## src/rtl/isfd_pkg.sv

```systemverilog
package isfd_pkg;

  // Frame layout.
  localparam int unsigned FrameBytes = 11;
  localparam int unsigned WinIdxW    = $clog2(FrameBytes);
  localparam int unsigned FillW      = $clog2(FrameBytes + 1);
  localparam int unsigned DataBytes  = 8;
  localparam int unsigned DataW      = 8 * DataBytes;

  localparam logic [7:0] HdrByte   = 8'h55;
  localparam logic [7:0] TypeAccel = 8'h51;
  localparam logic [7:0] TypeGyro  = 8'h52;
  localparam logic [7:0] TypeAngle = 8'h53;
  localparam logic [7:0] TypeGps   = 8'h57;
  localparam logic [7:0] TypeQuat  = 8'h59;

  // Work handed from the frame scanner to the record builder.
  typedef enum logic [1:0] {
    CMD_ACCEL,
    CMD_GYRO,
    CMD_QUAT,
    CMD_GPS
  } cmd_kind_e;

  typedef struct packed {
    cmd_kind_e        kind;
    logic [DataW-1:0] data;
  } cmd_t;

  // Record kinds as seen on the result port.
  localparam logic [1:0] RecOrient = 2'd0;
  localparam logic [1:0] RecRate   = 2'd1;
  localparam logic [1:0] RecAccel  = 2'd2;
  localparam logic [1:0] RecPos    = 2'd3;

  localparam int unsigned AxisW = 16;
  localparam int unsigned PosW  = 33;
  localparam int unsigned RawW  = 32;

  typedef struct packed {
    logic [1:0]              kind;
    logic                    present;
    logic signed [AxisW-1:0] x;
    logic signed [AxisW-1:0] y;
    logic signed [AxisW-1:0] z;
    logic signed [AxisW-1:0] w;
    logic [PosW-1:0]         lat;
    logic [PosW-1:0]         lon;
    logic                    last;
  } rec_t;

  // Position correction constants.
  localparam int unsigned ScaleW   = 24;
  localparam logic [ScaleW-1:0] DegScale = 24'd10000000;
  localparam int unsigned DegW     = 9;   // raw / 1e7 is at most 429
  localparam int unsigned FracW    = 26;  // 5 * (raw mod 1e7) stays below 2^26
  localparam int unsigned ProdW    = 2 * FracW;
  localparam logic [FracW-1:0] ThirdRecip = 26'd44739243;  // ceil(2^27 / 3)
  localparam int unsigned ThirdShift = 27;

  // 1e7 is 2^7 * 78125: drop seven low bits, then multiply by ceil(2^42 / 78125).
  localparam int unsigned DivShift = 7;
  localparam int unsigned DivInW   = RawW - DivShift;
  localparam int unsigned RecipW   = 26;
  localparam logic [RecipW-1:0] DegRecip = 26'd56294996;
  localparam int unsigned DegShift = 42;
  localparam int unsigned DegProdW = DivInW + RecipW;

  // Queue depths.
  localparam int unsigned CmdDepthDef = 2;
  localparam int unsigned OutDepthDef = 4;

endpackage

```

## src/rtl/isfd_front.sv

```systemverilog
module isfd_front (
  input  logic           clk_i,
  input  logic           rst_ni,
  input  logic           push_i,
  input  logic [7:0]     rx_byte_i,
  output logic           full_o,
  output logic           cmd_push_o,
  output isfd_pkg::cmd_t cmd_o,
  input  logic           cmd_full_i
);

  import isfd_pkg::*;

  localparam logic StIdle = 1'b0;
  localparam logic StScan = 1'b1;

  localparam logic [FillW-1:0] FillFull = FillW'(FrameBytes);
  localparam logic [FillW-1:0] FillType = FillW'(2);

  logic             state_q, state_d;
  logic             hold_v_q, hold_v_d;
  logic [7:0]       hold_q;
  logic [7:0]       win_q [FrameBytes];
  logic [7:0]       win_d [FrameBytes];
  logic [FillW-1:0] fill_q, fill_d;
  logic [7:0]       sum_q, sum_d;
  logic             take, push_acc, known, sum_ok, drop, clear;

  // One byte waits in the hold register while the window is being scanned.
  assign take     = (state_q == StIdle) && hold_v_q;
  assign full_o   = hold_v_q && !take;
  assign push_acc = push_i && !full_o;
  assign hold_v_d = push_acc || (hold_v_q && !take);

  assign known = win_q[1] inside {TypeAccel, TypeGyro, TypeAngle, TypeGps, TypeQuat};
  // The running sum covers all eleven bytes; take the checksum byte back out.
  assign sum_ok = ((sum_q - win_q[FrameBytes-1]) == win_q[FrameBytes-1]);

  always_comb begin
    for (int k = 0; k < DataBytes; k++) begin
      cmd_o.data[8*k +: 8] = win_q[k+2];
    end
    unique case (win_q[1])
      TypeAccel: cmd_o.kind = CMD_ACCEL;
      TypeGyro:  cmd_o.kind = CMD_GYRO;
      TypeQuat:  cmd_o.kind = CMD_QUAT;
      default:   cmd_o.kind = CMD_GPS;
    endcase
  end

  always_comb begin
    state_d    = state_q;
    fill_d     = fill_q;
    sum_d      = sum_q;
    win_d      = win_q;
    drop       = 1'b0;
    clear      = 1'b0;
    cmd_push_o = 1'b0;
    unique case (state_q)
      StIdle: begin
        if (hold_v_q) begin
          win_d[fill_q[WinIdxW-1:0]] = hold_q;
          fill_d  = fill_q + 1'b1;
          sum_d   = sum_q + hold_q;
          state_d = StScan;
        end
      end
      StScan: begin
        if (fill_q == '0) begin
          state_d = StIdle;
        end else if (win_q[0] != HdrByte) begin
          drop = 1'b1;
        end else if (fill_q < FillType) begin
          state_d = StIdle;
        end else if (!known) begin
          drop = 1'b1;
        end else if (fill_q < FillFull) begin
          state_d = StIdle;
        end else if (!sum_ok) begin
          drop = 1'b1;
        end else if (win_q[1] == TypeAngle) begin
          clear   = 1'b1;
          state_d = StIdle;
        end else if (!cmd_full_i) begin
          cmd_push_o = 1'b1;
          clear      = 1'b1;
          state_d    = StIdle;
        end
      end
      default: state_d = StIdle;
    endcase
    if (drop) begin
      for (int i = 0; i < FrameBytes - 1; i++) begin
        win_d[i] = win_q[i+1];
      end
      win_d[FrameBytes-1] = '0;
      fill_d = fill_q - 1'b1;
      sum_d  = sum_q - win_q[0];
    end
    if (clear) begin
      fill_d = '0;
      sum_d  = '0;
    end
  end

  always_ff @(posedge clk_i or negedge rst_ni) begin
    if (!rst_ni) begin
      state_q  <= StIdle;
      hold_v_q <= 1'b0;
      fill_q   <= '0;
      sum_q    <= '0;
    end else begin
      state_q  <= state_d;
      hold_v_q <= hold_v_d;
      fill_q   <= fill_d;
      sum_q    <= sum_d;
    end
  end

  always_ff @(posedge clk_i) begin
    if (push_acc) begin
      hold_q <= rx_byte_i;
    end
    win_q <= win_d;
  end

endmodule

```

## config.mk

```make
export PLATFORM = sky130hd
export DESIGN_NAME = isfd_front
export DESIGN_NICKNAME = d
export VERILOG_FILES = /design/src/rtl/isfd_pkg.sv /design/src/rtl/isfd_front.sv
export SDC_FILE = /design/constraint.sdc
export NUM_CORES = 1
export LEC_CHECK = 0
export ABC_AREA = 1
export BUFFER_PORTS_ARGS = -buffer_cell sky130_fd_sc_hd__buf_2
export CORE_ASPECT_RATIO = 0.5
export CORE_MARGIN = 3
export CORE_UTILIZATION = 55
export CTS_CLUSTER_DIAMETER = 50
export CTS_CLUSTER_SIZE = 40
export DETAILED_ROUTE_END_ITERATION = 6
export PLACE_DENSITY_LB_ADDON = 0.15
export SYNTH_ARGS = -nofsm -noshare
export SYNTH_HDL_FRONTEND = slang
export SYNTH_SLANG_ARGS = --single-unit
```

## constraint.sdc

```tcl
create_clock -name clk_i -period 4.95 [get_ports clk_i]
set_clock_uncertainty 0.15 [all_clocks]
set_input_delay 0 -clock clk_i [delete_from_list [all_inputs] [get_ports clk_i]]
set_output_delay 0 -clock clk_i [all_outputs]
set_load 0.05 [all_outputs]
```

# Word level (Yosys, flattened, before mapping)
# Cells that the tools add are included.
# Widths: inputs -> output; s select.
# classes
n_addsub,5
bitwise,2
reduce_logical,14
n_mux,49
eq_ne,9
magnitude_cmp,4
# ops
op,count
$mux 88,3
$bwmux 88,1
$eq 8x7->1 const B,5
$mux 8,5
$mux 1,33
$demux 8 s4,1
$mux 4,4
$sub 8x8->8,2
$add 8x8->8,1
$eq 8x8->1,1
$ne 8x7->1 const B,1
$pmux 2 s3,1
$reduce_and 2->1,3
$ge 5x5->1 const B,1
$lt 5x1->1 const B,1
$not 4->5,1
$reduce_bool 5->1,1
$add 4x1->4 const B,1
$logic_and 1x1->1,4
$logic_not 4->1,1
$lt 4x2->1 const B,1
$lt 4x4->1 const B,1
$sub 4x1->4 const B,1
$ne 3x1->1 const B,1
other kinds (7),8
# totals
inputBits,12
output_inout_bits,68
wordCells,99
register_bits,110

# Logic depth before layout (Yosys ltp)
# logic_depth
word_depth,11
depth_mapped,30
ltp_nobuf,29

# Worst setup path before layout
# Ideal clock, no wire load.
# synth_timing
path_kind,reg2reg
start,register sum_q[0]
end,register sum_q[7]
arrival_ns,3.508
slack_ns,1.227
required_time_ns,4.735
path_stages_with_launch,28
synth_period_minus_slack_ns,3.723
n_path_buf,1
setup_ns,0.065
path_cell_list,dfrtp_1 -> inv_1 -> ha_1 -> fa_1 -> or2_2 -> nand4_1 -> nor2_1 -> nand2_1 -> nor2_2 -> nand3_2 -> nand2_1 -> nand2_1 -> nand2_2 -> nand2_4 -> buf_6 -> nand2_1 -> o21ai_1 -> inv_1 -> ha_1 -> nand2_1 -> o21ai_0 -> nand4_1 -> o211ai_1 -> xor2_1 -> inv_1 -> nand3_1 -> nand3_1 -> nand2_1
# synth_via
elab_chain_len,11
word_cells_on_any_way,25
classes_between,add/sub: 3; eq/ne: 2; mux: 18; reduce/logical: 2
# synth_rtl
item,line,source
start: declaration,isfd_front.sv:26,"logic [7:0] sum_q, sum_d;"
start signal: assignment,isfd_front.sv:116,sum_q <= sum_d;
$sub 8x8->8,isfd_front.sv:37,assign sum_ok = ((sum_q - win_q[FrameBytes-1]) == win_q[FrameBytes-1]);
$eq 8x8->1,isfd_front.sv:37,
$mux 1,isfd_front.sv:79,end else if (!sum_ok) begin
$mux 1,isfd_front.sv:77,end else if (fill_q < FillFull) begin
$mux 1,isfd_front.sv:75,end else if (!known) begin
$mux 1,isfd_front.sv:73,end else if (fill_q < FillType) begin
$mux 1,isfd_front.sv:71,end else if (win_q[0] != HdrByte) begin
$mux 1,isfd_front.sv:69,if (fill_q == '0) begin
$mux 1,isfd_front.sv:59,unique case (state_q)
"$ne 3x1->1 (no source line), or another cell as far along",--,
$reduce_and 2->1 (no source line) / $mux 8 (equally long branches),--,
# Parallel ways exist; a longest one is shown, timed or not. The select of a mux whose other input is x is not followed.
# A chain may end at the register's enable or synchronous reset.

# Worst setup path after layout
# Same ends and word-level chain as after synthesis.

==> flow_summary.yaml <==
yosys:
  postSynthCellCount: 682
  synthAdderAreaFrac_pct: 4.57
  async_reset_ff_share_pct: 12.7
  synth_fp_nets: 715
  synth_top_family_by_area: "simple AND/OR/NAND/NOR gates"
  synth_area_leaders: "edfxtp_1 42%, nand2_1 9.8%, buf_4 7.7%"
  synthFlopType: "edfxtp_1"
  yosysSeqAreaShare_pct: 50.5
  yosys.area.top_type_share_pct: 42.3
  synth_seq_cells: 110
  synth.cell_area_mm2: 0.00624
  muxShareOfSynthArea_pct: 0
  synth-compound-area-share_pct: 11.6
  avgSynthCellArea_um2: 9.15
  ys_warn_count: 0
  yosys.area_share.simple_pct: 16.4
  synth_cell_type_count: 35
  yosys.area.top_type: "edfxtp_1"
  synth_xor_xnor_area_share_pct: 2.67
  synth_edf_count: 88
layout:
  final_nets: 742
  area_delta_synth_final_pct: 6.57
  n_antenna_cell: 0
  final_cell_mix: "163 x nand2_1, 88 x edfxtp_1, 86 x o21ai_0, 79 x buf_2, 77 x inv_1"
  drive_gt1_share_pct: 16.5
  utilization_pct: 62.5
  nFillCells: 897
  final_common_cell: "nand2_1"
sta:
  period_needed_ns: 4.21
  hold_viol_final: 0
  fin_ws_ns: 0.738
  final-setup-viol-count: 0
  rsz0062_at_grt: "false"
  tns_ns: 0
  slew_headroom_pct: 26.5
  hold_slack_ns: 0.205
  fmax_ghz: 0.237
  drv_slew: 0
  tightestPinTransition_ns: 1.09
  post-route-period-util_pct: 85.1
hold_path:
  hold-path-cell-count: 2
  min-delay-start: "rx_byte_i[1]"
  min_to: "hold_q[1]"
  worst_hold_path_type: "in -> reg"
power_and_ir_drop:
  p_leak_nw: 2.92
  vdd_drop_max_mv: 0.238
  p_per_area_mw_per_mm2: 631
  comb_power_share_pct: 46.7
  switching_share_pct: 45.9
  power_mw: 4.20
  seq_power_share_pct: 36.6
  p_int_mw: 2.27
  clkPwrFrac_pct: 16.7
  power.switching_mw: 1.92
clocking:
  numCtsBuffers: 9
  cts-root-buf: "clkbuf_16"
  path_clk_slew_ns: 0.08
  cts_tree: "built"
  cts.path.max_buffers: 2
  clock_latency_ns: 0.35
  hold_buffers: 12
  clock-sinks: 110
  h-tree-depth: 3
  cts_setup_buffers: 0
  cts_resized: 0
worst_setup_path:
  r2r_slack_ns: 0.74
  cp_max_fo: 24
  crit_required_ns: 5.09
  reg2regPathDepth: 27
  crit_path_start_kind: "flop"
  cp.arrival_ns: 4.36
  endpoint_kind: "flop"
  path_buf_inv: 4
  crit_family: "simple AND/OR/NAND/NOR gates"
  cp_common_cell: "nand2_1"
  cp.depth: 27
  crit_type: "reg -> reg"
  max_stage_delay_ns: 0.38
  r2r_start: "sum_q[0]"
  crit_slowest_cell: "fa_1"
  rr_endpoint: "sum_q[7]"
placement:
  preCtsSetupSlack_ns: 0.780
  portBuffers: 79
  gp_congestion: 0.911
  hpwlAfterDp_um: 10400
detailed_routing:
  viasPerCell: 5.54
  drtAntennaViolNets: 0
  wire_per_inst_um: 17.2
  finalWirelength_um: 14700
  drtPass1Iterations: 6
  drt_iter0_markers: 403
  vias: 4726
  drc: 0
grt:
  grt_max_degree: 87
  overflow: 0
  grt_antenna_before_repair: 0
  grt_pass1_wl_um: 22800
  grt_use_total_pct: 23.5
  grt_pass1_vias: 4275
die:
  initial_utilization_pct: 58.7
  row_count: 26
  die_h_um: 81.3
  placeableCoreArea_mm2: 0.0106
  die_w_um: 157
  die-area_mm2: 0.0127
  ios: 80
job:
  drv_cap: 0
status:
  outcome: "finished, final reports clean"
through the flow:
step                std cells  instance area (µm²)
floorplan                 682                 6240
global placement          826                 6250
detailed placement        826                 6250
CTS                       853                 6650
global route              853                 6650
finish                    853                 6650
worst register-to-register path: cells and delay by family, from the launching register on:
family,cells,cell delay [ns]
compound gates,3,0.62
simple gates,16,1.35
fa+ha+maj,3,0.98
buf+inv,4,0.53
xor+xnor,1,0.19
flops,1,0.33
cell type report:
type,instances,area (µm²),share of cell area [%]
Clock buffer,9,225,3.39
Clock inverter,6,60.1,0.903
Inverter,82,309,4.65
Multi-Input combinational cell,413,2200,33.1
Sequential cell,110,3150,47.4
Tap cell,140,175,2.63
Timing Repair Buffer,93,531,7.97
cell usage after synthesis, types with 2 or more instances:
cell type / number
dfxtp_1: 8
a211oi_2: 8
buf_4: 64
or2_2: 3
a21oi_1: 14
inv_1: 77
fa_1: 3
o21ai_1: 11
nand3_1: 20
nand2_1: 163
xnor2_1: 8
buf_2: 5
nor2_1: 35
nand2_4: 2
xor2_1: 11
inv_2: 3
nor3_1: 5
o21ai_0: 86
nor4_1: 3
edfxtp_1: 88
dfrtp_1: 14
nor2_2: 2
o22ai_1: 10
buf_6: 6
nand4_1: 6
ha_1: 18
kinds of logic after synthesis:
family	Yosys count
buffers and inverters	159
and+or+nand+nor	243
xor gates and xnor gates	19
DFF	110
AOI/OAI and AO/OA	130
adders and majority gates	21
power by group through the flow:
stage	clock network (mW)	logic (mW)	registers, mW
3_3_place_gp	0	1.90	1.55
2_1_floorplan	0	1.76	1.47
5_1_grt	0.748	2.16	1.57
4_1_cts	0.706	1.96	1.53
3_5_place_dp	0	1.94	1.54
6_report	0.700	1.96	1.54
worst max-delay path by stage:
stage,from,to
final,sum_q[0],sum_q[7]
after global routing,sum_q[0],sum_q[7]
after CTS,sum_q[0],sum_q[7]
after detailed placement,sum_q[0],sum_q[7]
after global placement,sum_q[0],sum_q[6]
after floorplan,sum_q[0],sum_q[7]
registers in the layout (all words and copies together) (netlist names):
signal and count:
state_q 1, win_q 24, sum_q 8, hold_q 8, fill_q 4, hold_v_q 1
cmd_o 64
layer usage:
layer  global-route usage, %  routed length, µm  vias up
met2                    35.2               6120      230
met4                    5.76                199        0
met3                    5.69               1420       15
li1                        -                  -     2261
met1                    34.8               6960     2220
met5                       0                  0        -
Power figures use the tool's default switching activity.
