--- src/rtl/isfd_fifo.sv ---
module isfd_fifo #(
  parameter type         item_t = logic,
  parameter int unsigned Depth  = 2
) (
  input  logic  clk_i,
  input  logic  rst_ni,
  input  logic  push_i,
  input  item_t data_i,
  output logic  full_o,
  input  logic  pop_i,
  output item_t data_o,
  output logic  empty_o
);

  localparam int unsigned PtrW = (Depth > 1) ? $clog2(Depth) : 1;
  localparam int unsigned CntW = $clog2(Depth + 1);
  localparam logic [PtrW-1:0] LastPtr = PtrW'(Depth - 1);

  item_t           slot_q [Depth];
  logic [PtrW-1:0] wr_ptr_q, wr_ptr_d;
  logic [PtrW-1:0] rd_ptr_q, rd_ptr_d;
  logic [CntW-1:0] cnt_q, cnt_d;
  logic            do_push, do_pop;

  assign full_o  = (cnt_q == CntW'(Depth));
  assign empty_o = (cnt_q == '0);
  assign data_o  = slot_q[rd_ptr_q];
  assign do_push = push_i && !full_o;
  assign do_pop  = pop_i && !empty_o;

  always_comb begin
    wr_ptr_d = wr_ptr_q;
    rd_ptr_d = rd_ptr_q;
    cnt_d    = cnt_q;
    if (do_push) begin
      wr_ptr_d = (wr_ptr_q == LastPtr) ? '0 : wr_ptr_q + 1'b1;
    end
    if (do_pop) begin
      rd_ptr_d = (rd_ptr_q == LastPtr) ? '0 : rd_ptr_q + 1'b1;
    end
    if (do_push && !do_pop) begin
      cnt_d = cnt_q + 1'b1;
    end else if (do_pop && !do_push) begin
      cnt_d = cnt_q - 1'b1;
    end
  end

  always_ff @(posedge clk_i or negedge rst_ni) begin
    if (!rst_ni) begin
      wr_ptr_q <= '0;
      rd_ptr_q <= '0;
      cnt_q    <= '0;
    end else begin
      wr_ptr_q <= wr_ptr_d;
      rd_ptr_q <= rd_ptr_d;
      cnt_q    <= cnt_d;
    end
  end

  always_ff @(posedge clk_i) begin
    if (do_push) begin
      slot_q[wr_ptr_q] <= data_i;
    end
  end

endmodule

--- config.mk ---
export PLATFORM = sky130hd
export DESIGN_NAME = isfd_fifo
export DESIGN_NICKNAME = d
export VERILOG_FILES = /design/src/rtl/isfd_fifo.sv
export SDC_FILE = /design/constraint.sdc
export NUM_CORES = 1
export LEC_CHECK = 0
export BUFFER_PORTS_ARGS = -buffer_cell sky130_fd_sc_hd__buf_2
export CAP_MARGIN = 20
export CORE_AREA = 5 5 42 44
export DETAILED_ROUTE_END_ITERATION = 16
export DIE_AREA = 0 0 47 49
export PLACE_DENSITY_LB_ADDON = 0.08
export SETUP_SLACK_MARGIN = 0.2
export SLEW_MARGIN = 40
export SYNTH_ARGS = -nofsm -noshare
export SYNTH_HDL_FRONTEND = slang
export SYNTH_SLANG_ARGS = --single-unit
--- constraint.sdc ---
create_clock -name clk_i -period 2.6 [get_ports clk_i]
set_clock_uncertainty 0.1 [all_clocks]
set_input_delay 0.39 -clock clk_i [delete_from_list [all_inputs] [get_ports clk_i]]
set_output_delay 0.39 -clock clk_i [all_outputs]
set_load 0.1 [all_outputs]
# --- Word-level counts from Yosys, hierarchy flattened ---
# Memories as Yosys holds them, arrays and structs flattened.
# Index checks and enable logic that the tools add are counted.
word_totals:
  regBits: 4
  mem_bits_rw: 2
  in_bits: 5
  out_inout_bits: 3
  elab_cells: 25
  memories: 1
mem_list:
  columns: ["name", "words", "width", "read_ports", "rd_ports_with_merged_regs", "wr", "line", "rtl"]
  rows:
  - ["slot_q", 2, 1, 1, 0, 1, "19", "item_t slot_q [Depth];"]
classes:
  addsub: 4
  n_eq_ne: 1
  n_mux: 6
  reduce_logical: 10
ops:
  columns: ["operator", "n"]
  rows:
  - ["$logic_and 1x1->1", 4]
  - ["$logic_not 1->1", 4]
  - ["$mux 1", 4]
  - ["$mux 2", 2]
  - ["$add 1x1->1 const B", 2]
  - ["$add 2x1->2 const B", 1]
  - ["$eq 2x2->1 const B", 1]
  - ["$logic_not 2->1", 1]
  - ["$reduce_bool 2->1", 1]
  - ["$sub 2x1->2 const B", 1]

# --- Logic depth before layout (Yosys ltp) ---
# Gate-level depths: netlist of run 1.
depth:
  word_depth: 7
  depth_mapped: 7
  mapped_depth_nobuf: 7

# --- Worst setup path after synthesis of run 1 ---
# No wires, ideal clock.
synth_path:
  path_type: "flip-flop to output port"
  from: "register cnt_q[0]"
  to: "output port empty_o"
  t_arrival_ns: 1.673
  t_required_ns: 2.110
  path_slack_ns: 0.437
  stages_incl_launch_ff: 2
  path_buffers: 0
  path_cell_list: "dfrtp_1 -> nor2_1"
synth_between:
  elab_chain_cells: 1
synth_rtl:
  columns: ["element", "line", "rtl"]
  rows:
  - ["start: declaration", "22", "logic [CntW-1:0] cnt_q, cnt_d;"]
  - ["start signal: assignment", "56", "cnt_q <= cnt_d;"]
  - ["$logic_not 2->1", "26", "assign empty_o = (cnt_q == '0);"]
  - ["end: declaration", "12", "output logic empty_o"]
# No other way between the ends.

# --- Worst setup path after layout of run 1 ---
layout_path:
  from: "register cnt_q[0]"
  to: "output port full_o"
layout_between:
  elab_chain_cells: 1
layout_rtl:
  columns: ["element", "line", "rtl"]
  rows:
  - ["$eq 2x2->1", "25", "assign full_o = (cnt_q == CntW'(Depth));"]
  - ["end: declaration", "9", "output logic full_o,"]
# No other way between the ends.

==> summary.txt, run 1 <==
Setup-violating endpoint count in the final report: 0
Finished Cell Area: 355.3 µm²
Router iterations before antenna repair: 1
Vias in the first global route: 205
Final antenna-violating net count: 0
Required @ worst endpoint: 2.11 ns
Maximum number of pins on one net before global-route repair: 6
DP Area: 322.8 µm²
CTS tree: yes
CP Buf/Inv Count: 2
Portion of the post-synthesis area used by sequential elements: 0.5981
Count of pins on the block boundary: 8
Number of buffers created by CTS: 3
Synth warn: 0
Critical path capture point type: primary output
Peak fanout along the critical path: 5
Max-Cap Viols: 0
CTS H-tree depth: 1
Dominant cells by area after synthesis: dfrtp_1 37%, edfxtp_1 22%, xnor2_1 9.8%
Run status: finished clean
Endpoint of the worst hold path: slot_q[0]$_DFFE_PP_
Beginning of the worst register-to-register path: cnt_q[0]$_DFFE_PN0P_
Register-to-register setup slack: 1.04 ns
Setup CP Type: register to primary output
Clock sink count: 6
Fraction of final layout cells sized beyond drive strength 1: 0.3333
Final cycle utilization of the critical path: 0.7015
Most common cell after layout, fill and taps aside: buf_2
Slew of the pin with the lowest slew margin: 0.4855 ns
All-layer global routing usage: 0.06577
Total of buffers placed on input and output ports: 7
Initial drt markers: 0
Hold path depth: 1
DIE AREA: 2303 µm²
Starting Density: 0.1911
Top achievable clock speed: 548.3 MHz
Library cell with the largest summed area after synthesis: dfrtp_1
Accumulated negative setup slack: 0 ns
Core area: 1401 µm²
Average via count per standard cell: 3.673
Total wire length after detailed routing: 562 µm
Row Count: 14
Synthesized flop and latch total: 6
WL per Instance: 11.47 µm
Max clock buf depth: 2
Die width: 47 µm
Reg2Reg Capture Point: cnt_q[1]$_DFFE_PN0P_
Depth of the worst register-to-register path: 7
Synthesized cell area: 267.8 µm²
Ordered list of cells on the worst path: nand2b_1 > inv_1 > buf_2
Count of different cell masters after synthesis: 12
Mean area per synthesized cell: 12.17 µm²
Post-detailed-route DRC marker count: 0
Die Span Y: 49 µm
Post-layout net count: 41
Net count of the mapped netlist: 28
Relative max-transition margin: 0.6786
Number of diodes added for antenna fixing: 0
Startpoint type of the worst setup path: register
Cell at the slowest stage of the critical path: dfrtp_1
Kind of cell with the highest combined delay on the critical path: buffers and inverters
Area grow syn2layout: 32.71%
GRT Residual Overflow: 0
Overall via count from detail_route: 180
First-pass GRT wire length: 917 µm
Global placer's final weighted congestion: 0.7166
Clock slew at the register clock pins of the worst setup and hold paths: 0.05 ns
Max-slew violations: 0
Most used cells in the layout excluding fill and tap cells: 7 x buf_2, 4 x dfrtp_1, 3 x nor2_1, 3 x xnor2_1, 3 x clkbuf_4
Clock Root Buffer: clkbuf_4
Share of the synthesized area in the top cell type: 0.3738
Origin of the worst min-delay path: data_i
Post-CTS setup buffer count: 0
Path class of the lowest-slack min-delay path: primary input to register
Insertion delay of the later-clocked pin in the worst-skew pair: 0.24 ns
Worst Path Arrival: 1.33 ns
Initial antenna violation count: 0
Stage delay of the slowest cell on the critical path: 0.42 ns
Tmin final: 1.824 ns
Fin Hold WS: 0.2450 ns
Unrepaired setup endpoints after global routing: no
Detailed placer's ending HPWL: 456.5 µm
Number of failing hold endpoints at the final stage: 0
Post-route core utilization: 0.2536
Number of instances in the synthesized netlist: 22
[cell type report]
cell class | count | area, µm²
Clock buffer | 3 | 22.52
Fill cell | 163 | 1046
Inverter | 2 | 7.507
Multi-Input combinational cell | 14 | 100.1
Sequential cell | 6 | 160.2
Tap cell | 16 | 20.02
Timing Repair Buffer | 8 | 45.04
[registers in the layout, summed over array words and instances, names as in the netlist]
name and flops:
rd_ptr_q 1, wr_ptr_q 1, cnt_q 2, slot_q 2
[stage by stage]
stage	instances	setup WS, ns
global route	49	0.6967
detailed placement	45	1.018
CTS	49	0.7512
floorplan	22	0.4369
finish	49	0.7762
global placement	45	1.030
[repair_timing]
action | in CTS | in global routing
endpoints found under the hold margin | 4 | 0
hold buffers | 1 | 0
resized for setup | 0 | 0
[synth_stat cells (all sizes together)]
| master | n |
|---|---|
| inv | 2 |
| o21ai | 1 |
| nand2 | 1 |
| xor2 | 2 |
| xnor2 | 3 |
| ha | 1 |
| nor2 | 3 |
| and3 | 1 |
| edfxtp | 2 |
| nand2b | 1 |
| mux2 | 1 |
| dfrtp | 4 |
[routing by layer]
metal | wire length [µm] | vias to the layer above | track usage
li1 | - | 94 | -
met1 | 220 | 81 | 0.06013
met2 | 292 | 3 | 0.08824
met3 | 36 | 2 | 0.04428
met4 | 12 | 0 | 0.06912
met5 | 0 | - | 0
[worst max-delay path by stage]
stage	end	start	depth (start not counted)	slack [ns]
finish	full_o	cnt_q[0]$_DFFE_PN0P_	3	0.78
global route	full_o	cnt_q[0]$_DFFE_PN0P_	3	0.70
CTS	full_o	cnt_q[0]$_DFFE_PN0P_	3	0.75
detailed placement	full_o	cnt_q[0]$_DFFE_PN0P_	3	1.02
global placement	full_o	cnt_q[0]$_DFFE_PN0P_	3	1.03
floorplan	empty_o	cnt_q[0]$_DFFE_PN0P_	1	0.44
[kinds of logic after synthesis]
family | synth area share
and+or+nand+nor | 0.1028
DFF | 0.5982
xor gates and xnor gates | 0.1636
buffers and inverters | 0.02805
AOI/OAI and AO/OA | 0.01867
muxes | 0.04205
adders and majority gates | 0.04672
Power of run 1 is not shown: default switching activity piles up to over one toggle a cycle in this logic, so the estimate is an artifact.
==> inputs of run 2 (changes only) <==
==> constraint.sdc (replaced) <==
create_clock -name clk_i -period 1.8 [get_ports clk_i]
set_clock_uncertainty 0.1 [all_clocks]
set_input_delay 0.27 -clock clk_i [delete_from_list [all_inputs] [get_ports clk_i]]
set_output_delay 0.27 -clock clk_i [all_outputs]
set_load 0.1 [all_outputs]
==> summary.txt, run 2 (synthesized netlist as in run 1, its figures left out) <==
Setup-violating endpoint count in the final report: 0
Global placer's final weighted congestion: 0.6896
Fraction of final layout cells sized beyond drive strength 1: 0.4412
Critical path capture point type: primary output
DIE AREA: 2303 µm²
Initial antenna violation count: 0
Tmin final: 1.544 ns
Placement Setup Slack: 0.1671 ns
Top routing layer in use: met3
Vias in the first global route: 200
Accumulated negative setup slack: 0 ns
Area grow syn2layout: 43.46%
Detail Route met3 WL: 38 µm
Max-Cap Viols: 0
Path class of the lowest-slack min-delay path: primary input to register
Peak fanout along the critical path: 2
Initial drt markers: 1
First-pass GRT wire length: 738 µm
Area used by multi-input combinational logic: 112.6 µm²
WL per Instance: 9.800 µm
Beginning of the worst register-to-register path: cnt_q[0]$_DFFE_PN0P_
Router iterations before antenna repair: 4
Smallest setup slack after layout: 0.2558 ns
Die Span Y: 49 µm
Max-slew violations: 0
Number of failing hold endpoints at the final stage: 0
Total wire length after detailed routing: 490 µm
Top achievable clock speed: 647.6 MHz
Clock slew at the register clock pins of the worst setup and hold paths: 0.05 ns
Average via count per standard cell: 3.820
Row Count: 14
Combined flip-flop and latch cell area: 161.4 µm²
Reg2Reg Capture Point: cnt_q[1]$_DFFE_PN0P_
Biggest regs: cnt_q: 2 flops, slot_q: 2 flops
Startpoint type of the worst setup path: register
Overall via count from detail_route: 191
Post-layout net count: 41
Ordered list of cells on the worst path: mux2_2 > buf_4
Post-Route M1 WL: 207 µm
Core area: 1401 µm²
CTS H-tree depth: 1
GRT Residual Overflow: 0
Die width: 47 µm
Fin Hold WS: 0.1085 ns
Slew of the pin with the lowest slew margin: 0.3021 ns
Post-CTS setup buffer count: 0
Maximum number of pins on one net before global-route repair: 6
Setup CP Type: register to primary output
Depth of the worst register-to-register path: 6
Stage delay of the slowest cell on the critical path: 0.36 ns
Start point of the critical path: rd_ptr_q$_DFFE_PN0P_
Critical Path End: data_o
Post-detailed-route DRC marker count: 0
Final cycle utilization of the critical path: 0.8579
CTS tree: yes
Clock sink count: 6
Max clock buf depth: 2
Run status: finished clean
Insertion delay of the later-clocked pin in the worst-skew pair: 0.25 ns
Starting Density: 0.1911
Number of diodes added for antenna fixing: 0
Cell at the slowest stage of the critical path: dfrtp_1
Required @ worst endpoint: 1.43 ns
Final antenna-violating net count: 0
Number of buffers created by CTS: 3
Relative max-transition margin: 0.7997
Count of pins on the block boundary: 8
Worst Path Arrival: 1.17 ns
All-layer global routing usage: 0.04961
Clock Root Buffer: clkbuf_4
Unrepaired setup endpoints after global routing: no
Register-to-register setup slack: 0.27 ns
Fill cell count: 162
Most used cells in the layout excluding fill and tap cells: 4 x clkbuf_4, 4 x buf_2, 3 x xnor2_1, 3 x dfrtp_1
Total of buffers placed on input and output ports: 7
Met2 Wirelength: 244 µm
[run 2: timing repair]
item / 4_1_cts / 5_1_grt
resized for setup: 5 / 2
endpoints found under the hold margin: 4 / 0
setup endpoints to repair: 3 / 2
hold buffers: 1 / 0
cloned: 0 / 0
[run 2: how the worst min path moves through the flow]
stage | startpoint | to | slack [ns] | cells after the start
finish | data_i | slot_q[1]$_DFFE_PP_ | 0.11 | 1
global route | data_i | slot_q[0]$_DFFE_PP_ | 0.1 | 1
CTS | data_i | slot_q[1]$_DFFE_PP_ | 0.10 | 1
detailed placement | rst_ni | rd_ptr_q$_DFFE_PN0P_ | -0.02 | 1
global placement | rst_ni | rd_ptr_q$_DFFE_PN0P_ | -0.02 | 1
floorplan | rst_ni | cnt_q[0]$_DFFE_PN0P_ | -0.13 | 0
[run 2: stage by stage]
stage,instances,instance area [µm²],utilization
floorplan,22,270.3,-
CTS,50,377.9,0.2696
global route,50,384.1,0.2741
global placement,45,325.3,0.2321
detailed placement,45,325.3,0.2321
finish,50,384.1,0.2741
[run 2: cell type report]
type | instances | share of cell area
Sequential cell | 6 | 0.4202
Multi-Input combinational cell | 14 | 0.2932
Timing Repair Buffer | 8 | 0.1466
Clock buffer | 4 | 0.06840
Tap cell | 16 | 0.05212
Inverter | 2 | 0.01954
[run 2: critical path, delay by kind of cell, from the launching register on]
kind / cells / cell delay [ns]
buffers and inverters: 1 / 0.23
muxes: 1 / 0.34
DFF: 1 / 0.36
[run 2: routing by layer]
| metal | GRT usage | vias up |
|---|---|---|
| met5 | 0 | - |
| met4 | 0.05530 | 0 |
| met1 | 0.05157 | 91 |
| li1 | - | 95 |
| met3 | 0.02214 | 0 |
| met2 | 0.06561 | 5 |
Power of run 2 is left out for the same reason.
==> inputs of run 3 (changes only) <==
==> constraint.sdc (replaced) <==
create_clock -name clk_i -period 1.9 [get_ports clk_i]
set_clock_uncertainty 0.1 [all_clocks]
set_input_delay 0.285 -clock clk_i [delete_from_list [all_inputs] [get_ports clk_i]]
set_output_delay 0.285 -clock clk_i [all_outputs]
set_load 0.1 [all_outputs]
==> summary.txt, run 3 (synthesized netlist as in run 1, its figures left out) <==
Run status: finished clean
Reg2Reg Capture Point: cnt_q[1]$_DFFE_PN0P_
Origin of the worst min-delay path: data_i
Met2 Wirelength: 202 µm
WL per Instance: 9.420 µm
Number of buffers created by CTS: 3
Unrepaired setup endpoints after global routing: no
Vias in the first global route: 192
Core area: 1401 µm²
Row Count: 14
Final cycle utilization of the critical path: 0.8504
Starting Density: 0.1911
Startpoint type of the worst setup path: register
Ordered list of cells on the worst path: mux2_2 > clkbuf_4
CTS H-tree depth: 1
Post-layout net count: 41
Most common cell after layout, fill and taps aside: buf_2
Total of buffers placed on input and output ports: 7
Initial antenna violation count: 0
Kind of cell with the highest combined delay on the critical path: flip-flops
Depth of the worst register-to-register path: 6
Biggest regs: cnt_q: 2 flops, slot_q: 2 flops
Post-Route M1 WL: 221 µm
Cell at the slowest stage of the critical path: dfrtp_1
Global placer's final weighted congestion: 0.6934
Tmin final: 1.616 ns
Area grow syn2layout: 36.92%
Router iterations before antenna repair: 2
Maximum number of pins on one net before global-route repair: 6
Accumulated negative setup slack: 0 ns
Peak fanout along the critical path: 2
Fraction of final layout cells sized beyond drive strength 1: 0.3529
Die width: 47 µm
Setup CP Type: register to primary output
Average via count per standard cell: 3.540
Path class of the lowest-slack min-delay path: primary input to register
Slew of the pin with the lowest slew margin: 0.4840 ns
Top routing layer in use: met4
DIE AREA: 2303 µm²
Initial drt markers: 1
Endpoint of the worst hold path: slot_q[0]$_DFFE_PP_
Clock sink count: 6
Detail Route met3 WL: 38 µm
Most used cells in the layout excluding fill and tap cells: 5 x buf_2, 4 x clkbuf_4, 4 x dfrtp_1
Max-slew violations: 0
Max-Cap Viols: 0
Number of diodes added for antenna fixing: 0
Insertion delay of the later-clocked pin in the worst-skew pair: 0.24 ns
Critical path capture point type: primary output
Post-detailed-route DRC marker count: 0
Stage delay of the slowest cell on the critical path: 0.37 ns
Worst Path Arrival: 1.23 ns
First-pass GRT wire length: 738 µm
Clock Root Buffer: clkbuf_4
Die Span Y: 49 µm
Register-to-register setup slack: 0.30 ns
GRT Residual Overflow: 0
CP Buf/Inv Count: 1
Required @ worst endpoint: 1.51 ns
Beginning of the worst register-to-register path: cnt_q[0]$_DFFE_PN0P_
Overall via count from detail_route: 177
Top achievable clock speed: 618.9 MHz
Max clock buf depth: 2
Count of pins on the block boundary: 8
Setup-violating endpoint count in the final report: 0
Final antenna-violating net count: 0
Post-CTS setup buffer count: 0
Hold path depth: 1
Total wire length after detailed routing: 471 µm
Number of failing hold endpoints at the final stage: 0
Clock slew at the register clock pins of the worst setup and hold paths: 0.05 ns
All-layer global routing usage: 0.04809
CTS tree: yes
Relative max-transition margin: 0.6795
-- run 3: through the flow --
stage	hold WS, ns	instances	cell area, µm²	util	setup WS, ns
final	0.1230	50	366.6	0.2616	0.2842
after detailed placement	-0.0003684	45	325.3	0.2321	0.3115
after CTS	0.1216	50	364.1	0.2598	0.2285
after global routing	0.1131	50	366.6	0.2616	0.2168
after floorplan	-0.1106	22	270.3	-	0.3009
after global placement	-0.003185	45	325.3	0.2321	0.3317
-- run 3: worst register-to-register path, cell delays in order (launching register included) --
cell	delay (ns)
dfrtp_1	0.43
nand2b_1	0.20
nand2_1	0.14
inv_1	0.06
ha_1	0.30
nor2_1	0.14
xor2_1	0.14
-- run 3: worst max path at each step --
| stage | from | end | cells after the start |
|---|---|---|---|
| after CTS | rd_ptr_q$_DFFE_PN0P_ | data_o | 2 |
| after global placement | cnt_q[0]$_DFFE_PN0P_ | cnt_q[1]$_DFFE_PN0P_ | 6 |
| after global routing | cnt_q[0]$_DFFE_PN0P_ | cnt_q[1]$_DFFE_PN0P_ | 6 |
| after detailed placement | cnt_q[0]$_DFFE_PN0P_ | cnt_q[1]$_DFFE_PN0P_ | 6 |
| after floorplan | cnt_q[1]$_DFFE_PN0P_ | empty_o | 1 |
| final | rd_ptr_q$_DFFE_PN0P_ | data_o | 2 |
-- run 3: timing repair --
action                     CTS  global route
hold endpoints to repair     4             0
setup endpoints to repair    1             1
gates resized for setup      1             1
pin swaps                    0             0
hold buffers                 1             0
-- run 3: layout make-up --
type                       instances  area, µm²
tap                               16      20.02
fill                             151       1035
timing repair buffer               8      50.05
inverter                           2      7.507
multi-input combinational         14      102.6
sequential                         6      160.2
clock buffer                       4      26.28
-- run 3: metal layers --
layer | vias to the layer above | track usage
li1 | 95 | -
met1 | 73 | 0.05568
met2 | 7 | 0.06335
met3 | 2 | 0.02214
met4 | 0 | 0.04147
met5 | - | 0
Power of run 3 is left out for the same reason.
